[config.mk]
export PLATFORM = sky130hd
export DESIGN_NAME = register_file_alu_exec_flat
export DESIGN_NICKNAME = d
export VERILOG_FILES = /design/src/hdl/rfae_pkg.sv /design/src/hdl/rfae_req_if.sv /design/src/hdl/rfae_rsp_if.sv /design/src/hdl/rfae_regfile.sv /design/src/hdl/rfae_alu.sv /design/src/hdl/register_file_alu_exec.sv /design/src/flat_wrapper.sv
export SDC_FILE = /design/constraint.sdc
export NUM_CORES = 1
export LEC_CHECK = 0
export BUFFER_PORTS_ARGS = -buffer_cell sky130_fd_sc_hd__buf_2
export CAP_MARGIN = 20
export CORE_UTILIZATION = 45
export DETAILED_ROUTE_END_ITERATION = 16
export GPL_ROUTABILITY_DRIVEN = 1
export MAX_ROUTING_LAYER = met4
export PLACE_DENSITY = 0.7
export SYNTH_ARGS = -nofsm -noshare
export SYNTH_HDL_FRONTEND = slang
export SYNTH_SLANG_ARGS = --single-unit
[constraint.sdc]
create_clock -name clk -period 5.95 [get_ports clk]
set_input_delay 0.2975 -clock clk [delete_from_list [all_inputs] [get_ports clk]]
set_output_delay 0.2975 -clock clk [all_outputs]
set_load 0.01 [all_outputs]
[src/hdl/rfae_pkg.sv]
// rfae_pkg: shared types and constants for the register file execute block
// operation codes, register file geometry, instruction and write-back records
// no dependencies
package rfae_pkg;

	localparam int NumRegs     = 13;
	localparam int RegIdxW     = 4;
	localparam int WordW       = 16;
	localparam int ByteW       = 8;
	localparam int WidthW      = 2;
	localparam int OpW         = 2;
	localparam int FlagW       = 2;
	localparam int FlagZeroBit = 0;
	localparam int FlagSignBit = 1;

	typedef enum logic [OpW-1:0] {
		OpMov = 2'd0,
		OpAdd = 2'd1,
		OpSub = 2'd2,
		OpCmp = 2'd3
	} op_t;

	typedef struct packed {
		op_t                operation;
		logic [RegIdxW-1:0] dest_reg;
		logic               dest_high_byte;
		logic [WidthW-1:0]  dest_width_bytes;
		logic               src_is_immediate;
		logic [RegIdxW-1:0] src_reg;
		logic               src_high_byte;
		logic [WidthW-1:0]  src_width_bytes;
		logic [WordW-1:0]   immediate_value;
	} item_t;

	typedef struct packed {
		logic               en;
		logic [RegIdxW-1:0] idx;
		logic [WordW-1:0]   word;
	} wr_t;

endpackage

[src/hdl/rfae_req_if.sv]
// rfae_req_if: instruction channel, valid/ready plus decoded instruction fields
// depends on rfae_pkg
interface rfae_req_if;

	logic                        valid;
	logic                        ready;
	logic [rfae_pkg::OpW-1:0]    operation;
	logic [rfae_pkg::RegIdxW-1:0] dest_reg;
	logic                        dest_high_byte;
	logic [rfae_pkg::WidthW-1:0] dest_width_bytes;
	logic                        src_is_immediate;
	logic [rfae_pkg::RegIdxW-1:0] src_reg;
	logic                        src_high_byte;
	logic [rfae_pkg::WidthW-1:0] src_width_bytes;
	logic [rfae_pkg::WordW-1:0]  immediate_value;

	modport source (
		output valid, operation, dest_reg, dest_high_byte, dest_width_bytes,
		       src_is_immediate, src_reg, src_high_byte, src_width_bytes,
		       immediate_value,
		input  ready
	);

	modport sink (
		input  valid, operation, dest_reg, dest_high_byte, dest_width_bytes,
		       src_is_immediate, src_reg, src_high_byte, src_width_bytes,
		       immediate_value,
		output ready
	);

endinterface

[src/hdl/rfae_rsp_if.sv]
// rfae_rsp_if: result channel, valid/ready plus destination words and flags
// depends on rfae_pkg
interface rfae_rsp_if;

	logic                       valid;
	logic                       ready;
	logic [rfae_pkg::WordW-1:0] value_before;
	logic [rfae_pkg::WordW-1:0] value_after;
	logic                       zero_flag;
	logic                       sign_flag;

	modport source (
		output valid, value_before, value_after, zero_flag, sign_flag,
		input  ready
	);

	modport sink (
		input  valid, value_before, value_after, zero_flag, sign_flag,
		output ready
	);

endinterface

[src/hdl/rfae_regfile.sv]
// rfae_regfile: thirteen-word register file, one write port, two registered read ports
// per-entry valid bits make unwritten entries and out-of-range indexes read as zero
// depends on rfae_pkg
module rfae_regfile (
	input  logic                          clk,
	input  logic                          arst_n,
	input  logic                          rd_en,
	input  logic [rfae_pkg::RegIdxW-1:0]  rd_a_idx,
	input  logic [rfae_pkg::RegIdxW-1:0]  rd_b_idx,
	output logic [rfae_pkg::WordW-1:0]    rd_a_word,
	output logic [rfae_pkg::WordW-1:0]    rd_b_word,
	input  rfae_pkg::wr_t                 wr
);

	logic [rfae_pkg::WordW-1:0]   mem [rfae_pkg::NumRegs];
	logic [rfae_pkg::NumRegs-1:0] ent_vld_q;
	logic [rfae_pkg::WordW-1:0]   rd_a_data_q;
	logic [rfae_pkg::WordW-1:0]   rd_b_data_q;
	logic                         rd_a_hit_q;
	logic                         rd_b_hit_q;
	logic                         a_in_range;
	logic                         b_in_range;

	assign a_in_range = rd_a_idx < rfae_pkg::RegIdxW'(rfae_pkg::NumRegs);
	assign b_in_range = rd_b_idx < rfae_pkg::RegIdxW'(rfae_pkg::NumRegs);

	always_ff @(posedge clk) begin
		if (wr.en) begin
			mem[wr.idx] <= wr.word;
		end
		if (rd_en) begin
			rd_a_data_q <= mem[rd_a_idx];
			rd_b_data_q <= mem[rd_b_idx];
		end
	end

	always_ff @(posedge clk or negedge arst_n) begin
		if (!arst_n) begin
			ent_vld_q  <= '0;
			rd_a_hit_q <= 1'b0;
			rd_b_hit_q <= 1'b0;
		end else begin
			if (wr.en) begin
				ent_vld_q[wr.idx] <= 1'b1;
			end
			if (rd_en) begin
				rd_a_hit_q <= a_in_range && ent_vld_q[rd_a_idx];
				rd_b_hit_q <= b_in_range && ent_vld_q[rd_b_idx];
			end
		end
	end

	assign rd_a_word = rd_a_hit_q ? rd_a_data_q : '0;
	assign rd_b_word = rd_b_hit_q ? rd_b_data_q : '0;

endmodule

[src/hdl/rfae_alu.sv]
// rfae_alu: operand selection, add/subtract, byte merge and flag update for one instruction
// combinational; depends on rfae_pkg
module rfae_alu (
	input  rfae_pkg::item_t                 item,
	input  logic [rfae_pkg::WordW-1:0]      dst_word,
	input  logic [rfae_pkg::WordW-1:0]      src_word,
	input  logic [rfae_pkg::FlagW-1:0]      flags,
	output rfae_pkg::wr_t                   wr,
	output logic [rfae_pkg::WordW-1:0]      after_word,
	output logic [rfae_pkg::FlagW-1:0]      flags_new
);

	logic                       dword;
	logic                       sword;
	logic [rfae_pkg::WordW-1:0] mask;
	logic [rfae_pkg::WordW-1:0] lhs;
	logic [rfae_pkg::WordW-1:0] src_part;
	logic [rfae_pkg::WordW-1:0] rhs;
	logic [rfae_pkg::WordW-1:0] res;
	logic [rfae_pkg::WordW-1:0] value;
	logic [rfae_pkg::WordW-1:0] merged;
	logic                       in_range;

	always_comb begin
		dword = item.dest_width_bytes[1];
		sword = item.src_width_bytes[1];
		mask  = dword ? '1 : rfae_pkg::WordW'({rfae_pkg::ByteW{1'b1}});

		if (dword) begin
			lhs = dst_word;
		end else if (item.dest_high_byte) begin
			lhs = rfae_pkg::WordW'(dst_word[rfae_pkg::WordW-1:rfae_pkg::ByteW]);
		end else begin
			lhs = rfae_pkg::WordW'(dst_word[rfae_pkg::ByteW-1:0]);
		end

		if (sword) begin
			src_part = src_word;
		end else if (item.src_high_byte) begin
			src_part = rfae_pkg::WordW'(src_word[rfae_pkg::WordW-1:rfae_pkg::ByteW]);
		end else begin
			src_part = rfae_pkg::WordW'(src_word[rfae_pkg::ByteW-1:0]);
		end

		rhs = (item.src_is_immediate ? item.immediate_value : src_part) & mask;

		if (item.operation == rfae_pkg::OpAdd) begin
			res = (lhs + rhs) & mask;
		end else begin
			res = (lhs - rhs) & mask;
		end

		value = (item.operation == rfae_pkg::OpMov) ? rhs : res;

		if (dword) begin
			merged = value;
		end else if (item.dest_high_byte) begin
			merged = {value[rfae_pkg::ByteW-1:0], dst_word[rfae_pkg::ByteW-1:0]};
		end else begin
			merged = {dst_word[rfae_pkg::WordW-1:rfae_pkg::ByteW], value[rfae_pkg::ByteW-1:0]};
		end

		in_range = item.dest_reg < rfae_pkg::RegIdxW'(rfae_pkg::NumRegs);

		wr.en   = in_range && (item.operation != rfae_pkg::OpCmp);
		wr.idx  = item.dest_reg;
		wr.word = merged;

		after_word = wr.en ? merged : dst_word;

		if (item.operation == rfae_pkg::OpMov) begin
			flags_new = flags;
		end else begin
			flags_new[rfae_pkg::FlagZeroBit] = (res == '0);
			flags_new[rfae_pkg::FlagSignBit] =
				dword ? res[rfae_pkg::WordW-1] : res[rfae_pkg::ByteW-1];
		end
	end

endmodule

[src/hdl/register_file_alu_exec.sv]
// register_file_alu_exec: top level of the mov/add/sub/cmp execute block
// depends on rfae_pkg, rfae_req_if, rfae_rsp_if, rfae_regfile, rfae_alu
//
// usage
//   req carries one decoded instruction per transfer (operation, destination and
//   source register selects with byte/word access, immediate). rsp returns one
//   result per instruction: destination word before and after, zero and sign flags.
//   results leave in instruction order, exactly one per accepted instruction.
// pipeline and throughput
//   an accepted instruction is registered in the execute stage, then its result in the
//   result register driving rsp. one instruction per cycle is sustained while rsp is
//   taken; the register file read is registered at acceptance and the word written back
//   by the instruction ahead is forwarded to the next, so dependent ones run back to back.
// reset
//   arst_n clears all thirteen registers (per-entry valid bits), the flags and the
//   pipeline; req.ready is high right after reset.
// stalls
//   when rsp is not taken, the result register holds, the instruction in the
//   execute stage waits, and req.ready drops once that stage is also occupied.
module register_file_alu_exec (
	input  logic       clk,
	input  logic       arst_n,
	rfae_req_if.sink   req,
	rfae_rsp_if.source rsp
);

	logic                          accept;
	logic                          adv;
	logic                          valid_s1;
	rfae_pkg::item_t               item_s1;
	rfae_pkg::item_t               item_in;
	logic [rfae_pkg::WordW-1:0]    dst_rd;
	logic [rfae_pkg::WordW-1:0]    src_rd;
	logic [rfae_pkg::WordW-1:0]    dst_word;
	logic [rfae_pkg::WordW-1:0]    src_word;
	rfae_pkg::wr_t                 fwd_q;
	rfae_pkg::wr_t                 wr;
	logic [rfae_pkg::FlagW-1:0]    flags_q;
	logic [rfae_pkg::FlagW-1:0]    flags_new;
	logic [rfae_pkg::WordW-1:0]    after_word;
	logic                          out_valid_q;
	logic [rfae_pkg::WordW-1:0]    before_q;
	logic [rfae_pkg::WordW-1:0]    after_q;
	logic [rfae_pkg::FlagW-1:0]    out_flags_q;
	rfae_pkg::wr_t                 wr_gated;

	assign adv       = valid_s1 && (!out_valid_q || rsp.ready);
	assign req.ready = !valid_s1 || adv;
	assign accept    = req.valid && req.ready;

	always_comb begin
		item_in.operation        = rfae_pkg::op_t'(req.operation);
		item_in.dest_reg         = req.dest_reg;
		item_in.dest_high_byte   = req.dest_high_byte;
		item_in.dest_width_bytes = req.dest_width_bytes;
		item_in.src_is_immediate = req.src_is_immediate;
		item_in.src_reg          = req.src_reg;
		item_in.src_high_byte    = req.src_high_byte;
		item_in.src_width_bytes  = req.src_width_bytes;
		item_in.immediate_value  = req.immediate_value;
	end

	rfae_regfile u_regfile (
		.clk       (clk),
		.arst_n    (arst_n),
		.rd_en     (accept),
		.rd_a_idx  (req.dest_reg),
		.rd_b_idx  (req.src_reg),
		.rd_a_word (dst_rd),
		.rd_b_word (src_rd),
		.wr        (wr_gated)
	);

	// forward the last word written back, which covers a write at the edge this instruction was read
	assign dst_word = (fwd_q.en && (fwd_q.idx == item_s1.dest_reg)) ? fwd_q.word : dst_rd;
	assign src_word = (fwd_q.en && (fwd_q.idx == item_s1.src_reg)) ? fwd_q.word : src_rd;

	rfae_alu u_alu (
		.item       (item_s1),
		.dst_word   (dst_word),
		.src_word   (src_word),
		.flags      (flags_q),
		.wr         (wr),
		.after_word (after_word),
		.flags_new  (flags_new)
	);

	always_comb begin
		wr_gated    = wr;
		wr_gated.en = wr.en && adv;
	end

	always_ff @(posedge clk) begin
		if (accept) begin
			item_s1 <= item_in;
		end
		if (adv) begin
			before_q    <= dst_word;
			after_q     <= after_word;
			out_flags_q <= flags_new;
		end
	end

	always_ff @(posedge clk or negedge arst_n) begin
		if (!arst_n) begin
			valid_s1    <= 1'b0;
			out_valid_q <= 1'b0;
			flags_q     <= '0;
			fwd_q       <= '0;
		end else begin
			if (req.ready) begin
				valid_s1 <= accept;
			end
			if (adv) begin
				out_valid_q <= 1'b1;
				flags_q     <= flags_new;
			end else if (rsp.ready) begin
				out_valid_q <= 1'b0;
			end
			if (wr_gated.en) begin
				fwd_q <= wr_gated;
			end
		end
	end

	assign rsp.valid        = out_valid_q;
	assign rsp.value_before = before_q;
	assign rsp.value_after  = after_q;
	assign rsp.zero_flag    = out_flags_q[rfae_pkg::FlagZeroBit];
	assign rsp.sign_flag    = out_flags_q[rfae_pkg::FlagSignBit];

endmodule
[src/flat_wrapper.sv]
// flat-port wrapper written by rule: the top's interface ports become plain ports
module register_file_alu_exec_flat 
  (clk, arst_n, req_valid, req_operation, req_dest_reg, req_dest_high_byte, req_dest_width_bytes, req_src_is_immediate, req_src_reg, req_src_high_byte, req_src_width_bytes, req_immediate_value, req_ready, rsp_valid, rsp_value_before, rsp_value_after, rsp_zero_flag, rsp_sign_flag, rsp_ready);
  rfae_req_if req_i ();
  rfae_rsp_if rsp_i ();
  input  logic clk;
  input  logic arst_n;
  input wire logic [$bits(req_i.valid)-1:0] req_valid;
  input wire logic [$bits(req_i.operation)-1:0] req_operation;
  input wire logic [$bits(req_i.dest_reg)-1:0] req_dest_reg;
  input wire logic [$bits(req_i.dest_high_byte)-1:0] req_dest_high_byte;
  input wire logic [$bits(req_i.dest_width_bytes)-1:0] req_dest_width_bytes;
  input wire logic [$bits(req_i.src_is_immediate)-1:0] req_src_is_immediate;
  input wire logic [$bits(req_i.src_reg)-1:0] req_src_reg;
  input wire logic [$bits(req_i.src_high_byte)-1:0] req_src_high_byte;
  input wire logic [$bits(req_i.src_width_bytes)-1:0] req_src_width_bytes;
  input wire logic [$bits(req_i.immediate_value)-1:0] req_immediate_value;
  output wire logic [$bits(req_i.ready)-1:0] req_ready;
  output wire logic [$bits(rsp_i.valid)-1:0] rsp_valid;
  output wire logic [$bits(rsp_i.value_before)-1:0] rsp_value_before;
  output wire logic [$bits(rsp_i.value_after)-1:0] rsp_value_after;
  output wire logic [$bits(rsp_i.zero_flag)-1:0] rsp_zero_flag;
  output wire logic [$bits(rsp_i.sign_flag)-1:0] rsp_sign_flag;
  input wire logic [$bits(rsp_i.ready)-1:0] rsp_ready;
  assign req_i.valid = req_valid;
  assign req_i.operation = req_operation;
  assign req_i.dest_reg = req_dest_reg;
  assign req_i.dest_high_byte = req_dest_high_byte;
  assign req_i.dest_width_bytes = req_dest_width_bytes;
  assign req_i.src_is_immediate = req_src_is_immediate;
  assign req_i.src_reg = req_src_reg;
  assign req_i.src_high_byte = req_src_high_byte;
  assign req_i.src_width_bytes = req_src_width_bytes;
  assign req_i.immediate_value = req_immediate_value;
  assign req_ready = req_i.ready;
  assign rsp_valid = rsp_i.valid;
  assign rsp_value_before = rsp_i.value_before;
  assign rsp_value_after = rsp_i.value_after;
  assign rsp_zero_flag = rsp_i.zero_flag;
  assign rsp_sign_flag = rsp_i.sign_flag;
  assign rsp_i.ready = rsp_ready;
  register_file_alu_exec u_core (.clk(clk), .arst_n(arst_n), .req(req_i), .rsp(rsp_i));
endmodule
==> parameters.txt, run 1 <==
Parameter                              Value

Outcome
  Run status ... complete, no violations

Setup path
  Data arrival at the endpoint of the critical path ... between 5 and 6 ns
  Kind of start point of the critical path ... flop
  Cells on worst reg2reg path ... 20
  WP data required ... ~6.2 ns
  Kind of end point of the critical path ... flop
  Source of the worst register-to-register timing path ... u_core.fwd_q[18]
  Worst reg2reg setup slack ... roughly 0.33 ns
  Largest fanout on the critical path ... 10
  Worst Setup Path Type ... flop to flop
  Capture instance of the worst register-to-register path ... u_core.rsp.value_after[14]

Min path
  Hold wc startpoint ... rsp_ready
  Worst hold stages ... 3
  Hold worst-path end ... u_core.rsp.valid
  Path category of the worst min-delay check ... input pin to flop

STA
  Final-report setup violation count ... 0
  Headroom to the max-slew limit ... 0.404
  Worst-case setup margin in the final layout ... approximately 0.33 ns
  Total negative setup slack ... 0 ns
  Unrepaired setup endpoints after global routing ... false
  Period utilisation layout ... 0.944
  Skew final ... about 0.021 ns
  Minimum period implied by the final worst setup slack ... ~5.6 ns
  Number of max-slew violations in the final report ... 0
  Max Clk Rate ... about 0.18 GHz
  Number of hold violations in the final report ... 0
  Slew at the pin closest to its max-slew limit ... 0.895 ns

Clock network
  # H-tree levels ... 2
  Register clock-pin slew on the reported worst setup and hold paths ... approximately 0.06 ns
  Number of buffers on the longest clock path ... 3
  Clock sinks ... about 350
  Clock latency reported for the late side of the worst-skew pair ... 0.54 ns
  CTS tree ... built
  Inserted Clock Buffers ... 38
  Root cell of the clock tree ... clkbuf_16

Detailed routing
  WL final ... approximately 44000 um
  Remaining antenna violation count ... 0
  Initial DRC Count ... 1066
  Vias after detailed routing ... 10825
  Pre-antenna DRT Iters ... 5
  Number of vias per cell after detailed routing ... roughly 6
  Routed wirelength normalized by instance count ... around 24 um
  DRC Markers ... 0

GRT
  Overall overflow remaining after global route ... 0
  Pin count of the biggest net entering global routing ... 64
  Vias in the first global route ... ~11000
  Global-route wire length before repair ... about 66000 um
  Total global-route track usage ... 0.237
  Initial antenna violation count ... 0

Synth
  Compound-cell area share of the yosys netlist ... 0.0861
  Number of warnings issued by yosys ... 0
  Post-synth top area share ... 0.540
  Post-synth top flop ... edfxtp_1
  Number of flops mapped to enable cells by yosys ... roughly 310
  Cell taking the most area after synthesis ... edfxtp_1
  Fraction of registers with async set or reset after synthesis ... 0.116
  Mean Syn Cell Area ... approximately 15 um2
  Dominant combinational cell family by area after synthesis ... multiplexers
  Post-Syn Nets ... 1219
  Post-synthesis share of cell area spent on full adders, half adders and majority gates ... 0.0137
  Synth top area cells ... edfxtp_1, mux4_2, dfrtp_1
  Post-Syn Area ... about 17000 um2
  Instance count of the mapped netlist ... 1164
  Proportion of synthesized area in mux cells ... 0.184
  Share of synthesized cell area in and, or, nand and nor gates ... 0.0747
  XOR/XNOR share of the synthesized area ... 0.0195
  Number of storage elements in the synthesis netlist ... 345
  Share of the yosys chip area belonging to registers ... 0.599
  Unique cell type count in the Yosys netlist ... just under 70

Floorplanning
  Count of boundary I/O pins ... 73
  Number of standard-cell rows in the floorplan ... 70
  Die outline width ... 196 um
  Core box area ... about 37000 um2
  Die outline area ... a little under 40000 um2
  Effective utilization at floorplan ... 0.460
  Die Height ... ~200 um

Power
  Logic pwr share ... 0.225
  Net switching fraction of the power ... 0.292
  Share of power burned in registers ... 0.463
  Pwr Density ... between 300 and 400 nW/um2
  Net switching power ... a little under 2000 uW
  Leak pwr ... 0.00700 uW
  Total Power ... 6800 uW
  Int Power ... a little under 5000 uW
  Peak VDD IR ... between 0.15 and 0.2 mV
  Fraction of power consumed by the clock network ... 0.313

Placed design
  Dpl ws ... 0.319 ns
  Estimated wirelength of the detail-placed design ... 27600 um
  Count of input and output buffers ... 70
  Number of cells after detailed placement ... between 1500 and 2000
  Placer's final routability congestion estimate ... 0.959

Layout
  Final Instance Count excl. Fillers ... 1828
  Fraction of final layout cells sized beyond drive strength 1 ... 0.276
  Inserted Diodes ... 0
  Core occupancy in the finished layout ... 0.532
  Layout-stage area growth over the synthesis result ... 15.7%
  # nets final ... between 1000 and 1500

Flow run
  Total of max-cap violations ... 0
==> cell type report <==
cell class | count | area [um2]
clock buffers | 53 | 1020
clock inverters | 14 | 93.8
fillers | 2994 | 17300
inverters | 26 | 97.6
multi-input cells | 721 | 6460
flip-flops and latches | 345 | 10200
well taps | 504 | 631
repair buffers | 165 | 1160
==> logic make-up (layout without fill, tap and decap cells) <==
| logic type | after synthesis | count (layout) |
|---|---|---|
| buf+inv | 98 | 258 |
| mux | 173 | 173 |
| fa+ha+maj | 18 | 18 |
| simple gates | 265 | 265 |
| flops | 345 | 345 |
| xor+xnor | 36 | 36 |
| compound gates | 229 | 229 |
==> worst max-delay path, stage by stage (launching register included) <==
cell and delay (ns):
dfrtp_1 0.41, xor2_1 0.23, nor3_4 0.11, buf_4 0.17, and2_1 0.19, buf_4 0.17
a21o_1 0.22, o221a_2 0.28, or4_4 0.60, o21ai_0 0.23, xnor2_1 0.11, ha_1 0.27
or4_1 0.52, o22ai_1 0.25, o21ai_0 0.20, a2111oi_0 0.41, nor3_1 0.12, xor2_1 0.19
a311oi_2 0.31, inv_1 0.09, mux2_2 0.26
==> power groups by stage <==
stage,logic (uW),clock network (uW),registers [uW]
2_1_floorplan,952,0,3160
3_5_place_dp,1480,0,3200
4_1_cts,1500,2180,3150
3_3_place_gp,1450,0,3190
6_report,1530,2130,3150
5_1_grt,1650,2270,3170
==> cell usage after synthesis, drive strengths merged (5+ instances only) <==
master,count
a211oi,28
a21o,7
nand2,83
mux4,108
mux2i,40
nor2b,28
inv,25
o21a,6
or2,14
o221ai,5
nand3,13
dfrtp,40
and2,7
xor2,11
and3,8
a31oi,10
edfxtp,305
o21ai,41
nor2,78
o211ai,5
o31ai,5
buf,24
ha,17
nor3,10
mux2,25
clkbuf,48
xnor2,25
nand2b,10
a21oi,90
==> routing by layer <==
metal  vias up  global-route usage  part of all wire
li1       4827                   -                 -
met1      5466               0.298              0.41
met2       442               0.393              0.50
met3        90              0.0364             0.061
met4         0              0.0787             0.029
met5         -                   -                 0
==> per-stage QoR <==
stage                     hold slack [ns]  cell area (um2)
final                              0.0532            19600
after global routing               0.0687            19600
after CTS                          0.0340            19600
after detailed placement            0.475            18200
after global placement              0.463            18200
after floorplan                   0.00191            17000
==> registers in the layout (all words and copies together), names as in the netlist, 2 cells and up <==
name                          cells
u_core.fwd_q                     21
u_core.item_s1                   31
u_core.u_regfile.mem            208
u_core.rsp.value_after           16
u_core.u_regfile.rd_a_data_q     16
u_core.u_regfile.ent_vld_q       13
u_core.out_flags_q                2
u_core.rsp.value_before          16
u_core.u_regfile.rd_b_data_q     16
u_core.flags_q                    2
==> cell usage in the layout, fill, tap and decap left out, types with 40 or more instances in the layout <==
master / instances
nand2_1: 82
mux4_2: 108
buf_4: 70
a21oi_1: 89
edfxtp_1: 305
dfrtp_1: 40
nor2_1: 68
buf_2: 68
mux2i_1: 40
==> repair_timing <==
action	CTS	global route
buffers inserted	0	0
hold endpoints to repair	42	0
gates resized for setup	0	1
hold buffers	25	0
setup endpoints to repair	0	1
==> worst max-delay path by stage <==
stage	start	to	slack, ns
3_5_place_dp	u_core.fwd_q[18]	u_core.rsp.value_after[13]	0.32
6_report	u_core.fwd_q[18]	u_core.rsp.value_after[14]	0.33
5_1_grt	u_core.fwd_q[18]	u_core.rsp.value_after[14]	0.10
4_1_cts	u_core.fwd_q[18]	u_core.rsp.value_after[13]	0.28
3_3_place_gp	u_core.item_s1[22]	u_core.rsp.value_after[13]	0.38
2_1_floorplan	u_core.item_s1[20]	u_core.rsp.value_after[14]	0.83
Power figures use the tool's default switching activity.
==> run 2, diff against run 1 <==
--- a/config.mk
+++ b/config.mk
@@ -12,6 +12,7 @@
 export GPL_ROUTABILITY_DRIVEN = 1
 export MAX_ROUTING_LAYER = met4
 export PLACE_DENSITY = 0.7
+export RECOVER_POWER = 50
 export SYNTH_ARGS = -nofsm -noshare
 export SYNTH_HDL_FRONTEND = slang
 export SYNTH_SLANG_ARGS = --single-unit
==> run 2 against run 1 <==
Net effect:
- the flow now finishes with violations (max-capacitance violations, max-slew violations)
- die area unchanged
- fmax is 0.24% lower
- combinational power is essentially flat
- count of clock-buffer cells in the layout unchanged
- critical endpoint unchanged
- largest cell class unchanged
- highest routed layer unchanged
==> parameters.txt, run 2 (synthesis results as in run 1) <==
Parameter                              Value

STA
  Number of max-slew violations in the final report ... 659 (+659)
  Total negative setup slack ... 0 ns (unchanged)
  Number of hold violations in the final report ... 0 (unchanged)
  Max Clk Rate ... 0.178 GHz (-0.24%)
  Worst-case setup margin in the final layout ... 0.318 ns (-0.0137 ns)
  Skew final ... 0.0206 ns (-0.000849 ns)
  Unrepaired setup endpoints after global routing ... false
  Minimum period implied by the final worst setup slack ... 5.63 ns (+0.0137 ns)
  Headroom to the max-slew limit ... -1.50 (-1.90)
  Final-report setup violation count ... 0 (unchanged)
  Slew at the pin closest to its max-slew limit ... 3.75 ns (+2.86 ns)
  Period utilisation layout ... 0.947 (+0.00230)

Power
  Total Power ... 6800 uW (about the same)
  Pwr Density ... 350 nW/um2 (+0.91%)
  Peak VDD IR ... 0.164 mV (+0.86%)
  Leak pwr ... 0.00677 uW (-3.3%)

Setup path
  Largest fanout on the critical path ... 10 (unchanged)
  Worst reg2reg setup slack ... 0.32 ns (about the same)
  WP data required ... 6.23 ns (about the same)
  Kind of start point of the critical path ... flop
  Number of buffers and inverters on the critical path ... 3 (unchanged)
  Largest stage delay, worst path ... 0.60 ns (about the same)
  Worst Setup Path Type ... flop to flop
  Cell breakdown of the critical path ... xor2_1, nor3_4, buf_4, and2_1, buf_4, a21o_1, o221a_2, or4_4, o21ai_0, xnor2_1, ha_1, or4_1, o22ai_1, o21ai_0, a2111oi_0, nor3_1, xor2_1, a311oi_2, inv_1, mux2_2
  Data arrival at the endpoint of the critical path ... 5.91 ns (about the same)
  Crit path max-delay family ... compound AO/OA/AOI/OAI gates
  Kind of end point of the critical path ... flop
  Slowest CP cell ... or4_4

Flow run
  Total of max-cap violations ... 21 (+21)

Floorplanning
  Number of standard-cell rows in the floorplan ... 70 (unchanged)
  Die outline width ... 196 um (unchanged)
  Die Height ... 196 um (unchanged)
  Die outline area ... 38500 um2 (unchanged)
  Count of boundary I/O pins ... 73 (unchanged)
  Core box area ... 36900 um2 (unchanged)
  Effective utilization at floorplan ... 0.460 (unchanged)

Detailed routing
  Routed wirelength normalized by instance count ... 23.8 um (about the same)
  Remaining antenna violation count ... 0 (unchanged)
  Pre-antenna DRT Iters ... 5 (unchanged)
  Number of vias per cell after detailed routing ... 5.93 (+0.21%)
  DRC Markers ... 0 (unchanged)
  WL final ... 43500 um (about the same)
  Vias after detailed routing ... 10848 (+0.21%)
  Initial DRC Count ... 1050 (-1.5%)

Layout
  Layout filler cell count ... 3036 (+1.4%)
  Layout-stage area growth over the synthesis result ... 14.6%
  Core occupancy in the finished layout ... 0.527 (-0.00485)
  Commonest non-fill, non-tap cell in the layout ... edfxtp_1
  Fraction of final layout cells sized beyond drive strength 1 ... 0.224 (-0.0529)
  # nets final ... 1352 (unchanged)
  Max reg flops ... 208 (unchanged)
  Top library cells by usage in the layout, fill and taps aside ... edfxtp_1, mux4_2, a21oi_1
  Biggest regs ... u_core.u_regfile.mem x208, u_core.item_s1 x31, u_core.fwd_q x21
  Register name with the most flops ... u_core.u_regfile.mem
  Inserted Diodes ... 0 (unchanged)
  Summed area of non-filler cells in the final layout ... 19400 um2 (-0.91%)

Clock network
  Root cell of the clock tree ... clkbuf_16
  Register clock-pin slew on the reported worst setup and hold paths ... 0.06 ns (about the same)
  Inserted Clock Buffers ... 38 (unchanged)
  Clock sinks ... 345 (unchanged)
  Clock latency reported for the late side of the worst-skew pair ... 0.54 ns (about the same)
  Number of setup buffers added after CTS ... 0 (unchanged)
  # H-tree levels ... 2 (unchanged)
  CTS tree ... built
  Number of buffers on the longest clock path ... 3 (unchanged)

Placed design
  Placer's final routability congestion estimate ... 0.959 (unchanged)
  Dpl ws ... 0.319 ns (unchanged)
  Count of input and output buffers ... 70 (unchanged)
  Post-placement cell area ... 18200 um2 (unchanged)
  Estimated wirelength of the detail-placed design ... 27600 um (unchanged)

GRT
  Total global-route track usage ... 0.237 (unchanged)
  Global-route wire length before repair ... 65700 um (unchanged)
  Vias in the first global route ... 10818 (unchanged)
  Initial antenna violation count ... 0 (unchanged)
  Pin count of the biggest net entering global routing ... 64 (unchanged)
  Overall overflow remaining after global route ... 0 (unchanged)

Outcome
  Failing checks ... max-capacitance violations, max-slew violations
  Run status ... complete, but fails checks

Min path
  Path category of the worst min-delay check ... input pin to flop
## run 2: worst paths after layout
check | startpoint | cells after the start | endpoint
worst max-delay path | u_core.fwd_q[18] | 20 | u_core.rsp.value_after[14]
worst min-delay path | rsp_ready | 3 | u_core.rsp.valid
worst max register to register | u_core.fwd_q[18] | 20 | u_core.rsp.value_after[14]
worst min register to register | u_core.flags_q[1] | 2 | u_core.flags_q[1]
max in group asynchronous | arst_n | 3 | u_core.u_regfile.ent_vld_q[6]
min in group asynchronous | arst_n | 2 | u_core.fwd_q[11]
## run 2: worst min-delay path, delay by kind of cell
kind | cells | cell delay (ns)
buffers and inverters | 1 | 0.08
and+or+nand+nor | 2 | 0.17
## run 2: cell type report
class | instances | area [um2] | area share
Clock buffer | 53 | 1020 | 0.0523
Inverter | 26 | 97.6 | 0.00502
Multi-Input combinational cell | 721 | 6450 | 0.332
Sequential cell | 345 | 10200 | 0.523
Tap cell | 504 | 631 | 0.0324
Timing Repair Buffer | 165 | 987 | 0.0508
Clock inverter | 14 | 93.8 | 0.00483
## run 2: per-layer routing
metal | global-route usage | up-vias | share of wire
li1 | - | 4828 | -
met1 | 0.298 | 5486 | 0.41
met3 | 0.0364 | 96 | 0.061
met4 | 0.0787 | 0 | 0.033
met2 | 0.393 | 438 | 0.50
met5 | - | - | 0
## run 2: report_power, final
part | internal (uW) | leakage (uW) | switching [uW]
Clock | 1200 | 0.000534 | 929
Sequential | 3020 | 0.00329 | 135
Combinational | 597 | 0.00294 | 922
## run 2: repair_timing
item,CTS,global route
setup endpoints to repair,0,1
hold buffers,25,0
resized for setup,0,1
hold endpoints to repair,42,0
## run 2: metrics by stage
| stage | hold WS (ns) | std cells |
|---|---|---|
| floorplan | 0.00191 | 1164 |
| global placement | 0.463 | 1729 |
| detailed placement | 0.475 | 1732 |
| CTS | 0.0340 | 1824 |
| global route | 0.0687 | 1828 |
| finish | 0.0525 | 1828 |
==> run 3, diff against run 2 <==
--- a/config.mk
+++ b/config.mk
@@ -7,6 +7,7 @@
 export LEC_CHECK = 0
 export BUFFER_PORTS_ARGS = -buffer_cell sky130_fd_sc_hd__buf_2
 export CAP_MARGIN = 20
+export CORE_ASPECT_RATIO = 1.5
 export CORE_UTILIZATION = 45
 export DETAILED_ROUTE_END_ITERATION = 16
 export GPL_ROUTABILITY_DRIVEN = 1
==> constraint.sdc (replaced) <==
create_clock -name clk -period 5.95 [get_ports clk]
set_input_delay 0.2975 -clock clk [delete_from_list [all_inputs] [get_ports clk]]
set_output_delay 0.2975 -clock clk [all_outputs]
set_load 0.05 [all_outputs]
==> run 3 against run 2 <==
Net effect:
- the run still ends with max-capacitance violations, max-slew violations left
- hold slack improved by 0.31 ns
- sequential share of layout area increased by 0.31 points
- combinational power increased by 11%
- final area decreased by 0.60%
- largest cell class unchanged
==> parameters.txt, run 3 (synthesis results as in run 1) <==
Parameter                              Value

Setup path
  Source of the worst register-to-register timing path ... u_core.item_s1[20]
  Cell breakdown of the critical path ... xor2_2, nor3_4, buf_12, a21oi_1, a21oi_1, a221oi_1, buf_4, or4_4, o21ai_0, xnor2_1, ha_1, or4_1, o22ai_2, o21ai_0, a2111oi_0, nor3_1, xor2_1, a311oi_2, inv_1, mux2_2
  Kind of end point of the critical path ... flop
  Kind of start point of the critical path ... flop
  Worst Setup Path Type ... flop to flop
  Largest fanout on the critical path ... 19 (+9)
  Largest stage delay, worst path ... 0.58 ns (-0.02 ns)
  WP data required ... 6.27 ns (+0.04 ns)
  Worst reg2reg setup slack ... 0.34 ns (+0.02 ns)
  Data arrival at the endpoint of the critical path ... 5.93 ns (+0.02 ns)
  Slowest CP cell ... or4_4
  Worst setup path start ... u_core.item_s1[20]

Floorplanning
  Core box area ... 36900 um2 (about the same)
  Count of boundary I/O pins ... 73 (unchanged)
  Die Height ... 240 um (+22%)
  Number of standard-cell rows in the floorplan ... 86 (+23%)
  Die outline width ... 161 um (-18%)
  Effective utilization at floorplan ... 0.460 (about the same)
  Die outline area ... 38500 um2 (about the same)

Placed design
  Count of input and output buffers ... 70 (unchanged)
  Estimated wirelength of the detail-placed design ... 31100 um (+12%)
  Placer's final routability congestion estimate ... 1.01 (+5.7%)
  Post-placement cell area ... 18200 um2 (-0.23%)

Layout
  Layout-stage area growth over the synthesis result ... 13.9%
  Commonest non-fill, non-tap cell in the layout ... edfxtp_1
  Summed area of non-filler cells in the final layout ... 19300 um2 (-0.60%)
  Max reg flops ... 208 (unchanged)
  Combined flip-flop and latch cell area ... 10200 um2 (unchanged)
  Inserted Diodes ... 0 (unchanged)
  Register name with the most flops ... u_core.u_regfile.mem
  Biggest regs ... u_core.u_regfile.mem x208, u_core.item_s1 x31, u_core.fwd_q x21
  Fraction of final layout cells sized beyond drive strength 1 ... 0.217 (-0.00640)
  Area occupied by multi-input gates ... 6440 um2 (-0.21%)
  # nets final ... 1347 (-0.37%)
  Layout filler cell count ... 3021 (-0.49%)
  Top library cells by usage in the layout, fill and taps aside ... edfxtp_1, mux4_2, a21oi_1

Power
  Logic pwr share ... 0.246 (+0.023)
  Fraction of power consumed by the clock network ... 0.292 (-0.021)
  Net switching fraction of the power ... 0.304 (+0.0122)
  Pwr Density ... 354 nW/um2 (+1.1%)
  Share of power burned in registers ... 0.462 (-0.002)
  Net switching power ... 2080 uW (+4.7%)
  Leak pwr ... 0.00673 uW (-0.49%)
  Peak VDD IR ... 0.234 mV (+43%)
  Int Power ... 4750 uW (-1.3%)

STA
  Max Clk Rate ... 0.178 GHz (+0.40%)
  Skew final ... 0.0203 ns (-0.000304 ns)
  Number of hold violations in the final report ... 0 (unchanged)
  Headroom to the max-slew limit ... -1.46 (+0.0441)
  Period utilisation layout ... 0.943 (-0.00380)
  Total negative setup slack ... 0 ns (unchanged)
  Slew at the pin closest to its max-slew limit ... 3.68 ns (-0.0661 ns)
  Minimum period implied by the final worst setup slack ... 5.61 ns (-0.0226 ns)
  Final-report setup violation count ... 0 (unchanged)
  Unrepaired setup endpoints after global routing ... false
  Number of max-slew violations in the final report ... 599 (-9.1%)

Flow run
  Total of max-cap violations ... 19 (-9.5%)

Clock network
  Number of buffers on the longest clock path ... 3 (unchanged)
  Register clock-pin slew on the reported worst setup and hold paths ... 0.06 ns (about the same)
  Clock latency reported for the late side of the worst-skew pair ... 0.59 ns (+0.05 ns)
  Clock sinks ... 345 (unchanged)
  Inserted Clock Buffers ... 31 (-18%)
  Root cell of the clock tree ... clkbuf_16
  CTS tree ... built
  # H-tree levels ... 1 (-1)

Detailed routing
  Routed length on met3 ... 2040 um (-23%)
  Number of vias per cell after detailed routing ... 6.00 (+1.1%)
  WL final ... 46100 um (+5.9%)
  Total met2 wirelength after detailed routing ... 25500 um (+17%)
  Initial DRC Count ... 818 (-22%)
  Pre-antenna DRT Iters ... 5 (unchanged)
  Highest metal layer with signal wires ... met4
  Vias after detailed routing ... 10802 (-0.42%)
  M1 WL ... 15800 um (-11%)
  Routed wirelength normalized by instance count ... 25.6 um (+7.5%)
  DRC Markers ... 0 (unchanged)
  Remaining antenna violation count ... 0 (unchanged)

Outcome
  Failing checks ... max-capacitance violations, max-slew violations
  Run status ... complete, but fails checks

GRT
  Total global-route track usage ... 0.253 (+0.0159)
  Overall overflow remaining after global route ... 0 (unchanged)
  Initial antenna violation count ... 0 (unchanged)
  Vias in the first global route ... 11258 (+4.1%)
  Pin count of the biggest net entering global routing ... 64 (unchanged)
  Global-route wire length before repair ... 68900 um (+4.9%)

Min path
  Path category of the worst min-delay check ... input pin to async pin
[run 3: cell types whose count changed in the layout (fill, tap and decap cells not counted), sizes merged]
cell,delta
bufinv,+4
inv,+1
dlygate4sd3,+1
clkinvlp,-2
clkbuf,-11
[run 3: power by group through the flow]
stage	Combinational [uW]	Sequential (uW)	Clock [uW]
after floorplan	953	3280	0
after global placement	1590	3200	0
after detailed placement	1610	3210	0
after CTS	1640	3160	2020
after global routing	1800	3170	2100
final	1680	3160	2000
[run 3: layer usage]
metal / vias up / GRT usage
met5: - / -
li1: 4817 / -
met1: 5425 / 0.255
met4: 0 / 0.150
met2: 394 / 0.467
met3: 166 / 0.0282
[run 3: repair_timing]
| action | 4_1_cts | 5_1_grt |
|---|---|---|
| hold buffers | 26 | 0 |
| setup endpoints to repair | 0 | 14 |
| hold endpoints to repair | 65 | 0 |
| resized for setup | 0 | 2 |
| setup buffers | 0 | 0 |
[run 3: path summary, 6_finish.rpt]
path	endpoint	depth (start not counted)
max	u_core.rsp.value_after[14]	20
min	u_core.rsp.valid	2
max reg2reg	u_core.rsp.value_after[14]	20
min reg2reg	u_core.u_regfile.ent_vld_q[2]	1
max in group asynchronous	u_core.fwd_q[16]	3
min in group clk	u_core.item_s1[31]	2
[run 3: area by class of cell]
cell class	count	area share
Clock inverter	17	0.00971
Tap cell	484	0.0313
Multi-Input combinational cell	721	0.333
Inverter	26	0.00505
Timing Repair Buffer	167	0.0528
Clock buffer	41	0.0421
Sequential cell	345	0.526
[run 3: stage by stage]
step	hold WS [ns]	utilization	instances	total power [uW]	setup WS [ns]
6_report	0.364	0.524	1801	6830	0.340
5_1_grt	0.413	0.524	1801	7070	0.0772
4_1_cts	0.341	0.526	1792	6810	0.132
3_5_place_dp	0.471	0.492	1708	4820	0.159
3_3_place_gp	0.467	0.492	1708	4790	0.235
2_1_floorplan	0.00191	-	1164	4230	0.834
[run 3: worst max-delay path: cells and delay by family (launching register included)]
family	cells	cell delay (ns)
AO/OA/AOI/OAI	8	1.88
XOR/XNOR	3	0.49
adder cells (fa/ha/maj)	1	0.26
buffers and inverters	3	0.47
flip-flops	1	0.42
multiplexers	1	0.28
AND/OR/NAND/NOR	4	1.55
